**config.mk**
```make
export PLATFORM = sky130hd
export DESIGN_NAME = lnpt_cell
export DESIGN_NICKNAME = d
export VERILOG_FILES = /design/src/lnpt_pkg.sv /design/src/lnpt_cell.sv
export SDC_FILE = /design/constraint.sdc
export NUM_CORES = 1
export LEC_CHECK = 0
export BUFFER_PORTS_ARGS = -buffer_cell sky130_fd_sc_hd__buf_2
export CAP_MARGIN = 20
export CORE_MARGIN = 2
export CORE_UTILIZATION = 45
export CTS_CLUSTER_SIZE = 28
export DETAILED_ROUTE_END_ITERATION = 10
export GPL_TIMING_DRIVEN = 0
export PLACE_DENSITY = 0.78
export REMOVE_ABC_BUFFERS = 1
export SLEW_MARGIN = 40
export SYNTH_ARGS = -nofsm -noshare
export SYNTH_HDL_FRONTEND = slang
export SYNTH_SLANG_ARGS = --single-unit
```
**constraint.sdc**
```tcl
create_clock -name i_clk -period 2.4 [get_ports i_clk]
set_input_delay 0.48 -clock i_clk [delete_from_list [all_inputs] [get_ports i_clk]]
set_output_delay 0.48 -clock i_clk [all_outputs]
set_load 0.02 [all_outputs]
```
**src/lnpt_pkg.sv**
```systemverilog
package lnpt_pkg;

    localparam int NOTE_COUNT = 128;
    localparam int NOTE_W     = 7;
    localparam int RANK_W     = 8;
    localparam int CNT_W      = $clog2(NOTE_COUNT + 1);
    localparam logic [NOTE_W-1:0] RESET_NOTE = NOTE_W'(69);

    localparam logic ACT_ON  = 1'b0;
    localparam logic ACT_OFF = 1'b1;

    typedef enum logic [2:0] {
        ST_IDLE,
        ST_GATHER,
        ST_UPDATE,
        ST_SEARCH,
        ST_DONE
    } t_state;

    // Word handed from one cell to the next along the chain.
    typedef struct packed {
        logic [RANK_W-1:0] old_rank;
        logic              found;
        logic [RANK_W-1:0] best_rank;
        logic [NOTE_W-1:0] best_idx;
    } t_link;

    // Update broadcast to every cell for one cycle.
    typedef struct packed {
        logic              upd;
        logic              dec_en;
        logic [RANK_W-1:0] old_rank;
        logic [RANK_W-1:0] set_val;
        logic [NOTE_W-1:0] note;
    } t_cmd;

endpackage

```
**src/lnpt_cell.sv**
```systemverilog
module lnpt_cell (
    input  logic                      i_clk,
    input  logic                      i_rst_n,
    input  logic [lnpt_pkg::NOTE_W-1:0] i_idx,
    input  lnpt_pkg::t_cmd            i_cmd,
    input  lnpt_pkg::t_link           i_link,
    output lnpt_pkg::t_link           o_link
);

    logic [lnpt_pkg::RANK_W-1:0] r_rank;
    logic [lnpt_pkg::RANK_W-1:0] n_rank;
    lnpt_pkg::t_link             r_link;
    lnpt_pkg::t_link             n_link;
    logic                        hit;

    assign hit = (i_idx == i_cmd.note);

    always_comb begin
        n_rank = r_rank;
        if (i_cmd.upd) begin
            if (hit) begin
                n_rank = i_cmd.set_val;
            end else if (i_cmd.dec_en && (r_rank > i_cmd.old_rank)) begin
                n_rank = r_rank - 1'b1;
            end
        end
    end

    always_comb begin
        n_link = i_link;
        if (hit) begin
            n_link.old_rank = i_link.old_rank | r_rank;
        end
        // Ranks of held notes are unique, so a strict compare is enough.
        if ((r_rank != '0) && (!i_link.found || (r_rank > i_link.best_rank))) begin
            n_link.found     = 1'b1;
            n_link.best_rank = r_rank;
            n_link.best_idx  = i_idx;
        end
    end

    always_ff @(posedge i_clk) begin
        if (!i_rst_n) begin
            r_rank <= '0;
        end else begin
            r_rank <= n_rank;
        end
    end

    always_ff @(posedge i_clk) begin
        r_link <= n_link;
    end

    assign o_link = r_link;

endmodule

```
==> metrics.cfg <==
[cts]
htree_levels=2
root_buffer=clkbuf_8
clkTransAtPathRegs_ps=70
tritoncts=yes
clock-sinks=32
cts_resized=0
clkLatencyLatePin_ps=280
cts_inserted_buffers=5
clockBufferDepth=2
cts_hold_buffers=0

[worst_setup_path]
start_kind=flop
reg2reg_from=r_rank[5]
critPathMaxFanout=12
startpoint=r_rank[5]
r2r-end=o_link[1]
cp.arrival_ps=2320
cp_slowest_cell=dfxtp_1
critPathRequiredTime_ps=2570
critical_path_class=flop to flop
ff2ff_path_depth=8
endpoint=o_link[1]
max_stage_delay_ps=480
cp_cell_sequence=ha_1 > a21oi_1 > nor2b_1 > o21ai_0 > nand3b_1 > o21ai_4 > buf_12 > mux2_2
reg2reg_setup_slack_ps=250
end_kind=flop

[cells_and_area]
syn_to_final_growth_pct=33.59
final_common_cell=buf_2
final_nets=345
drive_above_1_share_pct=40.74
diodes=0
final_cell_mix=buf_2 (81), dfxtp_1 (32), ha_1 (18)
final_core_util_pct=63.74

[sta]
worstMarginPinSlew_ps=753.1
rsz0062_at_grt=no
max_slew_margin_pct=49.34
layout_setup_ws_ps=246.0
fin_worst_skew_ps=7.542
max_freq_mhz=464.3
setup_viol=0
period_needed_ps=2154
setup-tns-final_ps=0
slew_violations=0
hold_viol=0
finalCritPeriodShare_pct=89.75

[power]
clkPwrFrac_pct=38.3
ir_drop_mv=0.4262
internal-power_mw=0.9801
powerDensity_nw_per_um2=544.4
p_sw_share_pct=23.99
power.share.sequential_pct=44.1
p_leak_nw=1.275
comb_power_share_pct=17.6
switching_power_mw=0.3093

[job]
maxCapViolCount=0

[synth]
async_reset_ff_share_pct=0
synthCells=180
ys_types=40
syn_avg_cell_area_sq_um=9.850
synth_edf_count=0
syn_area_sq_um=1773
synth_top_cells_by_area=dfxtp_1 (36%), ha_1 (13%), mux2_4 (7.6%), inv_1 (3.6%), nand2_1 (3.6%)
synth_top_area_share_pct=36.13
ys_seq_elements=32
ys_seq_area_share_pct=36.13
yosysTopAreaCell=dfxtp_1
synth_flop_cell=dfxtp_1
ys_warn_count=0

[die]
die_height_um=66.77
die_x_um=66.77
core_area_sq_um=3716
initial_core_util_pct=47.71
dieArea_sq_um=4458
io_pins=82
fp-row-count=22

[global_routing]
grt_max_degree=14
grt_use_total_pct=19.11
met2_usage_pct=33.88
top_usage_layer=met2
antenna_found_initial=0
grtUsageMet3_pct=7.432
grt-ovfl-total=0
grt_pass1_vias=1505
grt_pass1_wl_mm=6.444
grtUsageMet1_pct=20.85

[routing]
drt-pass1-iter-count=4
totalWireLength_mm=4.041
avgRoutedWirePerCell_um=12.71
viasPerCell=5.182
first_iter_violations=35
final_antenna_net_count=0
drc=0
num_vias=1648

[placement]
gp_congestion=0.7821
post-place-ws_ps=-157.7
dpl.hpwl_mm=3.161
io_buffers=81

[min_path]
min_path_type=input port to flop
whs_path_depth=2

[run_status]
status=completed

[synth_stat cells, drive strengths merged (3+ instances only)]
cell type,n
a21o,8
a21oi,10
mux2,14
and4,3
o22ai,7
nor2b,4
xnor2,4
xor2,3
dfxtp,32
ha,18
nand2,17
o21ai,4
nor2,7
nand4,5
inv,17
[kinds of logic (layout without fill, tap and decap cells)]
family          after synthesis  after routing  synth area share [%]
compound gates               40             40                 15.74
flops                        32             32                 36.13
simple gates                 48             48                 15.38
xor+xnor                      7              7                 3.458
buf+inv                      20            110                 5.222
fa+ha+maj                    18             18                 12.70
mux                          15             15                 11.36
[stage by stage]
| stage | area, sq um | hold slack [ps] | std cells | total power, mW |
|---|---|---|---|---|
| CTS | 2369 | 361.0 | 318 | 1.305 |
| global placement | 2210 | 557.3 | 306 | 0.7963 |
| detailed placement | 2233 | 564.2 | 308 | 0.8046 |
| finish | 2369 | 367.0 | 318 | 1.289 |
| global route | 2369 | 368.7 | 318 | 1.353 |
| floorplan | 1744 | 491.7 | 177 | 0.7076 |
[sequential cells by signal, summed over array words and instances, names as in the netlist]
name,count
o_link,24
r_rank,8
[critical path, delay by kind of cell (launching register included)]
kind | cells | cell delay, ps
AO/OA/AOI/OAI | 3 | 520
multiplexers | 1 | 330
adder cells (fa/ha/maj) | 1 | 310
AND/OR/NAND/NOR | 2 | 210
buffers and inverters | 1 | 170
flip-flops | 1 | 480
[power groups by stage]
stage / Sequential [mW] / Combinational, mW / Clock (mW)
6_report: 0.569 / 0.227 / 0.494
4_1_cts: 0.569 / 0.229 / 0.507
3_3_place_gp: 0.581 / 0.216 / 0
2_1_floorplan: 0.617 / 0.0908 / 0
3_5_place_dp: 0.581 / 0.223 / 0
5_1_grt: 0.572 / 0.249 / 0.532
[how the worst min path moves through the flow]
stage	to	startpoint
2_1_floorplan	r_rank[5]	r_rank[5]
3_3_place_gp	r_rank[0]	r_rank[0]
3_5_place_dp	r_rank[0]	r_rank[0]
4_1_cts	o_link[16]	i_link[16]
5_1_grt	o_link[16]	i_link[16]
6_report	o_link[16]	i_link[16]
[metal layers]
layer	vias up	share of wire (%)
met4	0	0.69
met2	61	49
met1	759	41
met3	4	9.2
li1	824	-
met5	-	0
[layout make-up]
type                            count  area (sq um)
Clock buffer                        6         72.57
Clock inverter                      2         35.03
Fill cell                         305          1348
Inverter                           17         63.81
Multi-Input combinational cell    128          1049
Sequential cell                    32         640.6
Tap cell                           48         60.06
Timing Repair Buffer               85         447.9
[timing repair]
action                                  in CTS  in global routing
endpoints found under the setup margin       5                  0
buffers inserted                             2                  0
endpoints found under the hold margin        0                  0
Power figures use the tool's default switching activity.
